==> config.mk <==
export PLATFORM = sky130hd
export DESIGN_NAME = ordered_list_engine_core
export DESIGN_NICKNAME = d
export VERILOG_FILES = /design/src/hw/rtl/olist_pkg.sv /design/src/hw/rtl/olist_ctrl.sv /design/src/hw/rtl/olist_dp.sv /design/src/hw/rtl/ordered_list_engine_core.sv
export SDC_FILE = /design/constraint.sdc
export NUM_CORES = 1
export LEC_CHECK = 0
export ABC_CLOCK_PERIOD_IN_PS = 4700
export BUFFER_PORTS_ARGS = -buffer_cell sky130_fd_sc_hd__buf_2
export CAP_MARGIN = 40
export CORE_ASPECT_RATIO = 0.7
export CORE_MARGIN = 5
export CORE_UTILIZATION = 56
export DETAILED_ROUTE_END_ITERATION = 16
export HOLD_SLACK_MARGIN = 0.1
export PLACE_DENSITY_LB_ADDON = 0.15
export SYNTH_ARGS = -nofsm -noshare
export SYNTH_HDL_FRONTEND = slang
export SYNTH_HIERARCHICAL = 1
export SYNTH_SLANG_ARGS = --single-unit
==> constraint.sdc <==
create_clock -name clk_i -period 4.7 [get_ports clk_i]
set_input_delay 0.47 -clock clk_i [delete_from_list [all_inputs] [get_ports clk_i]]
set_output_delay 0.47 -clock clk_i [all_outputs]
set_load 0.02 [all_outputs]
==> src/hw/rtl/olist_pkg.sv <==
package olist_pkg;

  localparam int unsigned OLIST_CAPACITY = 16;

  localparam int unsigned CmdW      = 3;
  localparam int unsigned ValW      = 32;
  localparam int unsigned StatusW   = 2;
  localparam int unsigned CountOutW = 5;

  localparam int unsigned InTdataW  = 40;
  localparam int unsigned OutTdataW = 40;

  localparam logic [CmdW-1:0] CMD_INS_FRONT = 3'd0;
  localparam logic [CmdW-1:0] CMD_INS_BACK  = 3'd1;
  localparam logic [CmdW-1:0] CMD_DELETE    = 3'd2;
  localparam logic [CmdW-1:0] CMD_DUMP      = 3'd3;
  localparam logic [CmdW-1:0] CMD_CLEAR     = 3'd4;

  localparam logic [StatusW-1:0] ST_OK        = 2'd0;
  localparam logic [StatusW-1:0] ST_FULL      = 2'd1;
  localparam logic [StatusW-1:0] ST_NOT_FOUND = 2'd2;
  localparam logic [StatusW-1:0] ST_EMPTY     = 2'd3;

  typedef struct packed {
    logic               load;
    logic               ptr_clr;
    logic               ptr_last;
    logic               ptr_inc;
    logic               ptr_dec;
    logic               rd;
    logic               wr_up;
    logic               wr_down;
    logic               wr_front;
    logic               wr_back;
    logic               cnt_inc;
    logic               cnt_dec;
    logic               cnt_clr;
    logic               res_load;
    logic               res_from_mem;
    logic               res_last;
    logic [StatusW-1:0] res_status;
  } dp_cmd_t;

  typedef struct packed {
    logic full;
    logic empty;
    logic ptr_zero;
    logic ptr_last;
    logic found;
    logic slot_free;
  } dp_stat_t;

endpackage

==> src/hw/rtl/olist_ctrl.sv <==
module olist_ctrl (
  input  logic                      clk_i,
  input  logic                      rst_ni,
  input  logic                      s_valid_i,
  input  logic [olist_pkg::CmdW-1:0] cmd_i,
  output logic                      s_ready_o,
  input  olist_pkg::dp_stat_t       stat_i,
  output olist_pkg::dp_cmd_t        cmd_o
);
  import olist_pkg::*;

  localparam logic [3:0] S_IDLE     = 4'd0;
  localparam logic [3:0] S_RESP     = 4'd1;
  localparam logic [3:0] S_FS_FIRST = 4'd2;
  localparam logic [3:0] S_FS_RUN   = 4'd3;
  localparam logic [3:0] S_FS_FLUSH = 4'd4;
  localparam logic [3:0] S_FRONT_WR = 4'd5;
  localparam logic [3:0] S_BACK_WR  = 4'd6;
  localparam logic [3:0] S_DEL_FIRST = 4'd7;
  localparam logic [3:0] S_DEL_RUN  = 4'd8;
  localparam logic [3:0] S_DEL_FLUSH = 4'd9;
  localparam logic [3:0] S_DEL_END  = 4'd10;
  localparam logic [3:0] S_DUMP_RD  = 4'd11;
  localparam logic [3:0] S_DUMP_OUT = 4'd12;

  logic [3:0]         state_q, state_d;
  logic [StatusW-1:0] status_q, status_d;

  assign s_ready_o = (state_q == S_IDLE);

  always_comb begin
    cmd_o    = '0;
    state_d  = state_q;
    status_d = status_q;
    unique case (state_q)
      S_IDLE: begin
        if (s_valid_i) begin
          cmd_o.load = 1'b1;
          unique case (cmd_i)
            CMD_INS_FRONT: begin
              if (stat_i.full) begin
                status_d = ST_FULL;
                state_d  = S_RESP;
              end else if (stat_i.empty) begin
                state_d = S_FRONT_WR;
              end else begin
                cmd_o.ptr_last = 1'b1;
                state_d        = S_FS_FIRST;
              end
            end
            CMD_INS_BACK: begin
              if (stat_i.full) begin
                status_d = ST_FULL;
                state_d  = S_RESP;
              end else begin
                state_d = S_BACK_WR;
              end
            end
            CMD_DELETE: begin
              if (stat_i.empty) begin
                status_d = ST_NOT_FOUND;
                state_d  = S_RESP;
              end else begin
                cmd_o.ptr_clr = 1'b1;
                state_d       = S_DEL_FIRST;
              end
            end
            CMD_DUMP: begin
              if (stat_i.empty) begin
                status_d = ST_EMPTY;
                state_d  = S_RESP;
              end else begin
                cmd_o.ptr_clr = 1'b1;
                state_d       = S_DUMP_RD;
              end
            end
            CMD_CLEAR: begin
              cmd_o.cnt_clr = 1'b1;
              status_d      = ST_OK;
              state_d       = S_RESP;
            end
            default: ;
          endcase
        end
      end
      S_RESP: begin
        if (stat_i.slot_free) begin
          cmd_o.res_load   = 1'b1;
          cmd_o.res_status = status_q;
          cmd_o.res_last   = 1'b1;
          state_d          = S_IDLE;
        end
      end
      // front insert: move entries up by one, back to front
      S_FS_FIRST: begin
        cmd_o.rd = 1'b1;
        if (stat_i.ptr_zero) begin
          state_d = S_FS_FLUSH;
        end else begin
          cmd_o.ptr_dec = 1'b1;
          state_d       = S_FS_RUN;
        end
      end
      S_FS_RUN: begin
        cmd_o.rd    = 1'b1;
        cmd_o.wr_up = 1'b1;
        if (stat_i.ptr_zero) begin
          state_d = S_FS_FLUSH;
        end else begin
          cmd_o.ptr_dec = 1'b1;
        end
      end
      S_FS_FLUSH: begin
        cmd_o.wr_up = 1'b1;
        state_d     = S_FRONT_WR;
      end
      S_FRONT_WR: begin
        cmd_o.wr_front = 1'b1;
        cmd_o.cnt_inc  = 1'b1;
        status_d       = ST_OK;
        state_d        = S_RESP;
      end
      S_BACK_WR: begin
        cmd_o.wr_back = 1'b1;
        cmd_o.cnt_inc = 1'b1;
        status_d      = ST_OK;
        state_d       = S_RESP;
      end
      // delete: scan front to back, move everything after the match down
      S_DEL_FIRST: begin
        cmd_o.rd = 1'b1;
        if (stat_i.ptr_last) begin
          state_d = S_DEL_FLUSH;
        end else begin
          cmd_o.ptr_inc = 1'b1;
          state_d       = S_DEL_RUN;
        end
      end
      S_DEL_RUN: begin
        cmd_o.rd      = 1'b1;
        cmd_o.wr_down = 1'b1;
        if (stat_i.ptr_last) begin
          state_d = S_DEL_FLUSH;
        end else begin
          cmd_o.ptr_inc = 1'b1;
        end
      end
      S_DEL_FLUSH: begin
        cmd_o.wr_down = 1'b1;
        state_d       = S_DEL_END;
      end
      S_DEL_END: begin
        if (stat_i.found) begin
          cmd_o.cnt_dec = 1'b1;
          status_d      = ST_OK;
        end else begin
          status_d = ST_NOT_FOUND;
        end
        state_d = S_RESP;
      end
      S_DUMP_RD: begin
        cmd_o.rd = 1'b1;
        state_d  = S_DUMP_OUT;
      end
      S_DUMP_OUT: begin
        if (stat_i.slot_free) begin
          cmd_o.res_load     = 1'b1;
          cmd_o.res_from_mem = 1'b1;
          cmd_o.res_status   = ST_OK;
          cmd_o.res_last     = stat_i.ptr_last;
          if (stat_i.ptr_last) begin
            state_d = S_IDLE;
          end else begin
            cmd_o.ptr_inc = 1'b1;
            state_d       = S_DUMP_RD;
          end
        end
      end
      default: state_d = S_IDLE;
    endcase
  end

  always_ff @(posedge clk_i or negedge rst_ni) begin
    if (!rst_ni) begin
      state_q  <= S_IDLE;
      status_q <= ST_OK;
    end else begin
      state_q  <= state_d;
      status_q <= status_d;
    end
  end

endmodule

==> src/hw/rtl/olist_dp.sv <==
module olist_dp #(
  parameter int unsigned CAPACITY = olist_pkg::OLIST_CAPACITY
) (
  input  logic                               clk_i,
  input  logic                               rst_ni,
  input  logic signed [olist_pkg::ValW-1:0]  item_value_i,
  input  olist_pkg::dp_cmd_t                 cmd_i,
  output olist_pkg::dp_stat_t                stat_o,
  output logic                               m_valid_o,
  input  logic                               m_ready_i,
  output logic [olist_pkg::StatusW-1:0]      status_o,
  output logic signed [olist_pkg::ValW-1:0]  out_value_o,
  output logic                               last_o,
  output logic [olist_pkg::CountOutW-1:0]    entry_count_o
);
  import olist_pkg::*;

  localparam int unsigned AW = $clog2(CAPACITY);
  localparam int unsigned CW = $clog2(CAPACITY + 1);

  logic signed [ValW-1:0] mem [CAPACITY];

  logic [CW-1:0]          cnt_q, cnt_d;
  logic [AW-1:0]          ptr_q, ptr_d;
  logic [AW-1:0]          raddr_q;
  logic signed [ValW-1:0] rdata_q;
  logic signed [ValW-1:0] val_q;
  logic                   found_q, found_d;

  logic                   we;
  logic [AW-1:0]          waddr;
  logic signed [ValW-1:0] wdata;

  logic                   out_valid_q, out_valid_d;
  logic [StatusW-1:0]     out_status_q;
  logic signed [ValW-1:0] out_value_q;
  logic                   out_last_q;
  logic [CountOutW-1:0]   out_count_q;

  assign stat_o.full      = (cnt_q == CW'(CAPACITY));
  assign stat_o.empty     = (cnt_q == '0);
  assign stat_o.ptr_zero  = (ptr_q == '0);
  assign stat_o.ptr_last  = ((CW'(ptr_q) + CW'(1)) == cnt_q);
  assign stat_o.found     = found_q;
  assign stat_o.slot_free = !out_valid_q || m_ready_i;

  always_comb begin
    priority if (cmd_i.ptr_clr) begin
      ptr_d = '0;
    end else if (cmd_i.ptr_last) begin
      ptr_d = AW'(cnt_q - CW'(1));
    end else if (cmd_i.ptr_inc) begin
      ptr_d = ptr_q + AW'(1);
    end else if (cmd_i.ptr_dec) begin
      ptr_d = ptr_q - AW'(1);
    end else begin
      ptr_d = ptr_q;
    end
  end

  always_comb begin
    priority if (cmd_i.cnt_clr) begin
      cnt_d = '0;
    end else if (cmd_i.cnt_inc) begin
      cnt_d = cnt_q + CW'(1);
    end else if (cmd_i.cnt_dec) begin
      cnt_d = cnt_q - CW'(1);
    end else begin
      cnt_d = cnt_q;
    end
  end

  always_comb begin
    found_d = found_q;
    if (cmd_i.load) begin
      found_d = 1'b0;
    end else if (cmd_i.wr_down && !found_q && (rdata_q == val_q)) begin
      found_d = 1'b1;
    end
  end

  always_comb begin
    we    = 1'b0;
    waddr = '0;
    wdata = val_q;
    priority if (cmd_i.wr_up) begin
      we    = 1'b1;
      waddr = raddr_q + AW'(1);
      wdata = rdata_q;
    end else if (cmd_i.wr_down) begin
      we    = found_q;
      waddr = raddr_q - AW'(1);
      wdata = rdata_q;
    end else if (cmd_i.wr_front) begin
      we    = 1'b1;
      waddr = '0;
    end else if (cmd_i.wr_back) begin
      we    = 1'b1;
      waddr = AW'(cnt_q);
    end else begin
      we = 1'b0;
    end
  end

  always_ff @(posedge clk_i) begin
    if (we) begin
      mem[waddr] <= wdata;
    end
  end

  always_ff @(posedge clk_i) begin
    if (cmd_i.rd) begin
      rdata_q <= mem[ptr_q];
      raddr_q <= ptr_q;
    end
    if (cmd_i.load) begin
      val_q <= item_value_i;
    end
  end

  always_comb begin
    out_valid_d = out_valid_q;
    if (cmd_i.res_load) begin
      out_valid_d = 1'b1;
    end else if (m_ready_i) begin
      out_valid_d = 1'b0;
    end
  end

  always_ff @(posedge clk_i) begin
    if (cmd_i.res_load) begin
      out_status_q <= cmd_i.res_status;
      out_value_q  <= cmd_i.res_from_mem ? rdata_q : '0;
      out_last_q   <= cmd_i.res_last;
      out_count_q  <= CountOutW'(cnt_q);
    end
  end

  always_ff @(posedge clk_i or negedge rst_ni) begin
    if (!rst_ni) begin
      cnt_q       <= '0;
      ptr_q       <= '0;
      found_q     <= 1'b0;
      out_valid_q <= 1'b0;
    end else begin
      cnt_q       <= cnt_d;
      ptr_q       <= ptr_d;
      found_q     <= found_d;
      out_valid_q <= out_valid_d;
    end
  end

  assign m_valid_o     = out_valid_q;
  assign status_o      = out_status_q;
  assign out_value_o   = out_value_q;
  assign last_o        = out_last_q;
  assign entry_count_o = out_count_q;

endmodule

==> src/hw/rtl/ordered_list_engine_core.sv <==
// Ordered list of up to CAPACITY signed 32-bit values, index 0 at the front.
// Command channel s_axis: one beat per command (insert front, insert back,
// delete first match, dump, clear); unknown command codes are taken and
// dropped without a result. Result channel m_axis: one beat per command,
// or one beat per entry for a dump of a non-empty list, tlast on the final
// beat of a command. entry_count is the list length after the command.
// One command is in flight at a time; s_axis_tready is high only while the
// sequencer is idle, so the next command is taken at the earliest on the
// edge at which the last result beat of the previous one can be taken.
// Steps from accept to result beat:
//   insert back: one write; clear, refused insert, empty delete or dump: none
//   insert front: moves every entry up, then writes the front entry
//     (through the one read port and one write port of the entry memory)
//   delete: one scan that also moves the tail down
//   dump: a registered read before each entry's beat
// Reset empties the list at once; no memory clearing is needed.
// A stalled m_axis holds its beat in the output register; a new command is
// still taken and its result waits until the output register frees up.
module ordered_list_engine_core #(
  parameter int unsigned CAPACITY = olist_pkg::OLIST_CAPACITY
) (
  input  logic                               clk_i,
  input  logic                               rst_ni,
  input  logic                               s_axis_tvalid,
  output logic                               s_axis_tready,
  // [2:0] command, [34:3] item_value, [39:35] zero
  input  logic [olist_pkg::InTdataW-1:0]     s_axis_tdata,
  output logic                               m_axis_tvalid,
  input  logic                               m_axis_tready,
  // [1:0] status, [33:2] out_value, [38:34] entry_count, [39] zero
  output logic [olist_pkg::OutTdataW-1:0]    m_axis_tdata,
  output logic                               m_axis_tlast
);
  import olist_pkg::*;

  dp_cmd_t                dp_cmd;
  dp_stat_t               dp_stat;
  logic [CmdW-1:0]        command;
  logic signed [ValW-1:0] item_value;
  logic [StatusW-1:0]     status;
  logic signed [ValW-1:0] out_value;
  logic [CountOutW-1:0]   entry_count;

  assign command    = s_axis_tdata[0 +: CmdW];
  assign item_value = s_axis_tdata[CmdW +: ValW];

  olist_ctrl u_ctrl (
    .clk_i     (clk_i),
    .rst_ni    (rst_ni),
    .s_valid_i (s_axis_tvalid),
    .cmd_i     (command),
    .s_ready_o (s_axis_tready),
    .stat_i    (dp_stat),
    .cmd_o     (dp_cmd)
  );

  olist_dp #(
    .CAPACITY (CAPACITY)
  ) u_dp (
    .clk_i         (clk_i),
    .rst_ni        (rst_ni),
    .item_value_i  (item_value),
    .cmd_i         (dp_cmd),
    .stat_o        (dp_stat),
    .m_valid_o     (m_axis_tvalid),
    .m_ready_i     (m_axis_tready),
    .status_o      (status),
    .out_value_o   (out_value),
    .last_o        (m_axis_tlast),
    .entry_count_o (entry_count)
  );

  assign m_axis_tdata = {
    {(OutTdataW - StatusW - ValW - CountOutW){1'b0}},
    entry_count,
    out_value,
    status
  };

endmodule
==> results.ini <==
[cells_and_area]
postLayoutCoreUtil_pct = 64.1
fin_nets = 1417
register_area_um2 = 19100
drive_gt1_share_pct = 28.0
n_fill_cell = 3011
postLayoutCellArea_um2 = 28800
multi_input_area_um2 = 6060
diodes = 0
area_growth_pct = 13.4

[sta]
final_hold_viol_count = 0
setup_violations = 0
tightestPinTransition_ps = 931
rsz0062_at_grt = false
timing.setup.tns_ps = 0
holdWs_ps = 257
slew_headroom_pct = 38.0
slew_viol_final = 0
maxClockFrequency_mhz = 263
fin_skew_ps = 26.9
setup_ws_ps = 898
min_period_ps = 3800
fin_crit_sh_pct = 80.9

[min_path]
worstHoldStart = m_axis_tready
hp-class = input pin to flip-flop

[synth]
synth_mux_area_share_pct = 15.8
synth_nets = 1258
syn-cell-area_um2 = 25400
synth_warnings = 6
synth-edff-count = 620
synth_top_area_share_pct = 73.3
ys_seq_elements = 637
avgSynthCellArea_um2 = 21.1
synth_commonest_cells = edfxtp_1, mux4_2, xor2_1
synth_most_common_cell = edfxtp_1
syn_inst = 1205
synth_top_family_by_area = multiplexers
yosysSeqAreaShare_pct = 75.0
yosysTopAreaCell = edfxtp_1
ys.flop_type = edfxtp_1
synth_fa_ha_area_share_pct = 0.473
synth.area.top_cells = edfxtp_1, mux4_2, dfrtp_1, mux2_1, xor2_1
yosys.area_share.simple_pct = 3.50
synth_compound_area_share_pct = 1.99
synth_cell_types = 67
async_flop_share_pct = 2.67
yosys.area_share.xor_xnor_pct = 1.69

[worst_setup_path]
end_kind = flip-flop
cp.buffers_inverters = 2
cpLargestDelayFamily = simple AND/OR/NAND/NOR gates
critPathMaxFanout = 32
slowest_delay_ps = 700
critical_path.cell_chain = inv_1 > mux2i_1 > nor2_1 > or4b_1 > o22ai_1 > o21bai_1 > nor3_2 > buf_4
path_class = flip-flop to flip-flop
cp-start-kind = flip-flop
r2r-start = u_ctrl/state_q[1]
required_ps = 4920
crit_arrival_ps = 4020
crit_path_top_delay_cell = nor2_1
cp-startpoint = u_ctrl/state_q[1]

[route]
wl_per_cell_um = 28.3
via_count = 12454
drt-initial-drc-count = 1336
drc = 0
vias_per_cell = 6.19
ant_nets = 0
drt-total-wl_mm = 56.8
first_pass_iters = 5

[power_and_ir_drop]
p_per_area_nw_per_um2 = 668
leakage_nw = 9.38
ir_drop_uv = 478

[global_route]
grt_usage_pct = 22.9
grt_pass1_vias = 12310
grt.overflow.total = 0
antenna_found_initial = 1
grt_pass1_wl_mm = 83.9
grt_max_degree = 51

[clocking]
htree_levels = 2
cts-root-buf = clkbuf_16
tritoncts = yes
clock_latency_ps = 620
cts_buffers = 57
cts.path.max_buffers = 3
cts_resized = 0
clkSinkCount = 637
post-cts-setup-buffers = 0
clkSlewWorstSetupHoldPaths_ps = 60

[floorplanning]
die_w_um = 265
coreArea_um2 = 45000
rows = 65
start_util_pct = 56.5
die_area_um2 = 49800
io_pins = 87
die_h_um = 188

[place]
place_ws_ps = 922
routabilityCongestion = 0.815
dp_hpwl_mm = 31.2
io_buffer_count = 80
dpl_cell_area_um2 = 26800

[job]
cap_violations = 0

[outcome]
status = complete, no violations

## per-stage QoR
stage / std cells / power [W]
after floorplan: 1205 / 0.0130
after global placement: 1872 / 0.0148
after detailed placement: 1875 / 0.0150
after CTS: 2011 / 0.0194
after global routing: 2011 / 0.0201
final: 2011 / 0.0192
## sequential cells by signal, summed over array words and instances, names as in the netlist
| name | flops |
|---|---|
| u_ctrl/state_q | 4 |
| u_ctrl/status_q | 2 |
| u_dp/cnt_q | 5 |
| u_dp/entry_count_o | 5 |
| u_dp/found_q | 1 |
| u_dp/last_o | 1 |
| u_dp/m_valid_o | 1 |
| u_dp/mem | 512 |
| u_dp/out_value_o | 32 |
| u_dp/ptr_q | 4 |
| u_dp/raddr_q | 4 |
| u_dp/rdata_q | 32 |
| u_dp/status_o | 2 |
| u_dp/val_q | 32 |
## layout by cell type, fill, tap and decap left out, types with 4 or more instances in the layout
| master | n |
|---|---|
| o21ai_1 | 7 |
| ha_1 | 8 |
| clkbuf_1 | 13 |
| xnor2_1 | 14 |
| xor2_1 | 35 |
| nor3_2 | 16 |
| buf_4 | 44 |
| dfrtp_1 | 14 |
| clkinv_2 | 10 |
| inv_2 | 4 |
| buf_2 | 80 |
| nand4_1 | 5 |
| nor4_1 | 9 |
| a211oi_1 | 5 |
| nor2_1 | 27 |
| a21o_1 | 4 |
| a31oi_1 | 4 |
| nand2_1 | 12 |
| mux4_2 | 160 |
| and2_1 | 33 |
| nand2b_1 | 14 |
| clkinv_1 | 16 |
| mux2_1 | 32 |
| a21oi_1 | 15 |
| edfxtp_1 | 620 |
| nand3_1 | 7 |
| dlygate4sd3_1 | 33 |
| clkbuf_16 | 58 |
| nor2b_1 | 5 |
| inv_1 | 16 |
| o21ai_0 | 8 |
| nor3_1 | 7 |
## worst register-to-register path, stage by stage (launching register included)
cell      delay (ps)
dfrtp_1          690
inv_1            260
mux2i_1          170
nor2_1           700
or4b_1           240
o22ai_1          100
o21bai_1         390
nor3_2           270
buf_4            610
## cell type report
| type | instances | share of cell area (%) |
|---|---|---|
| Multi-Input combinational cell | 488 | 21.0 |
| Inverter | 20 | 0.261 |
| Timing Repair Buffer | 160 | 3.97 |
| Tap cell | 603 | 2.62 |
| Sequential cell | 637 | 66.1 |
| Clock buffer | 71 | 5.21 |
| Clock inverter | 32 | 0.773 |
## worst paths after layout
path / endpoint / cells past startpoint / slack, ps
worst min register to register: u_ctrl/status_q[0] / 2 / 600
worst max register to register: u_dp/mem[6][4] / 8 / 900
worst max-delay path: u_dp/mem[6][4] / 8 / 900
min in group asynchronous: u_dp/cnt_q[1] / 2 / 330
worst min-delay path: u_dp/m_valid_o / 3 / 260
max in group asynchronous: u_dp/ptr_q[0] / 2 / 4040
## per-layer routing
| layer | vias to the layer above | share of wire [%] | GRT usage [%] |
|---|---|---|---|
| met3 | 80 | 7.7 | 3.84 |
| met2 | 499 | 48 | 36.2 |
| met4 | 0 | 1.7 | 4.26 |
| met5 | - | 0 | 0 |
| met1 | 6583 | 42 | 35.1 |
| li1 | 5292 | - | - |
## cells by family after synthesis
logic type / Yosys count
other cells: 1
xor+xnor: 49
fa+ha+maj: 9
mux: 196
buf+inv: 80
flops: 637
compound gates: 75
simple gates: 158
## repair_timing
| item | CTS | global route |
|---|---|---|
| hold buffers | 33 | 0 |
| endpoints found under the setup margin | 0 | 0 |
| hold endpoints to repair | 49 | 0 |
## power by group
group          leakage [nW]  internal, W  switching [W]
Clock                 0.843      0.00237        0.00201
Combinational          2.69      0.00245        0.00367
Sequential             5.84      0.00822       0.000533
Note: power is estimated with default switching activity, not from simulation.
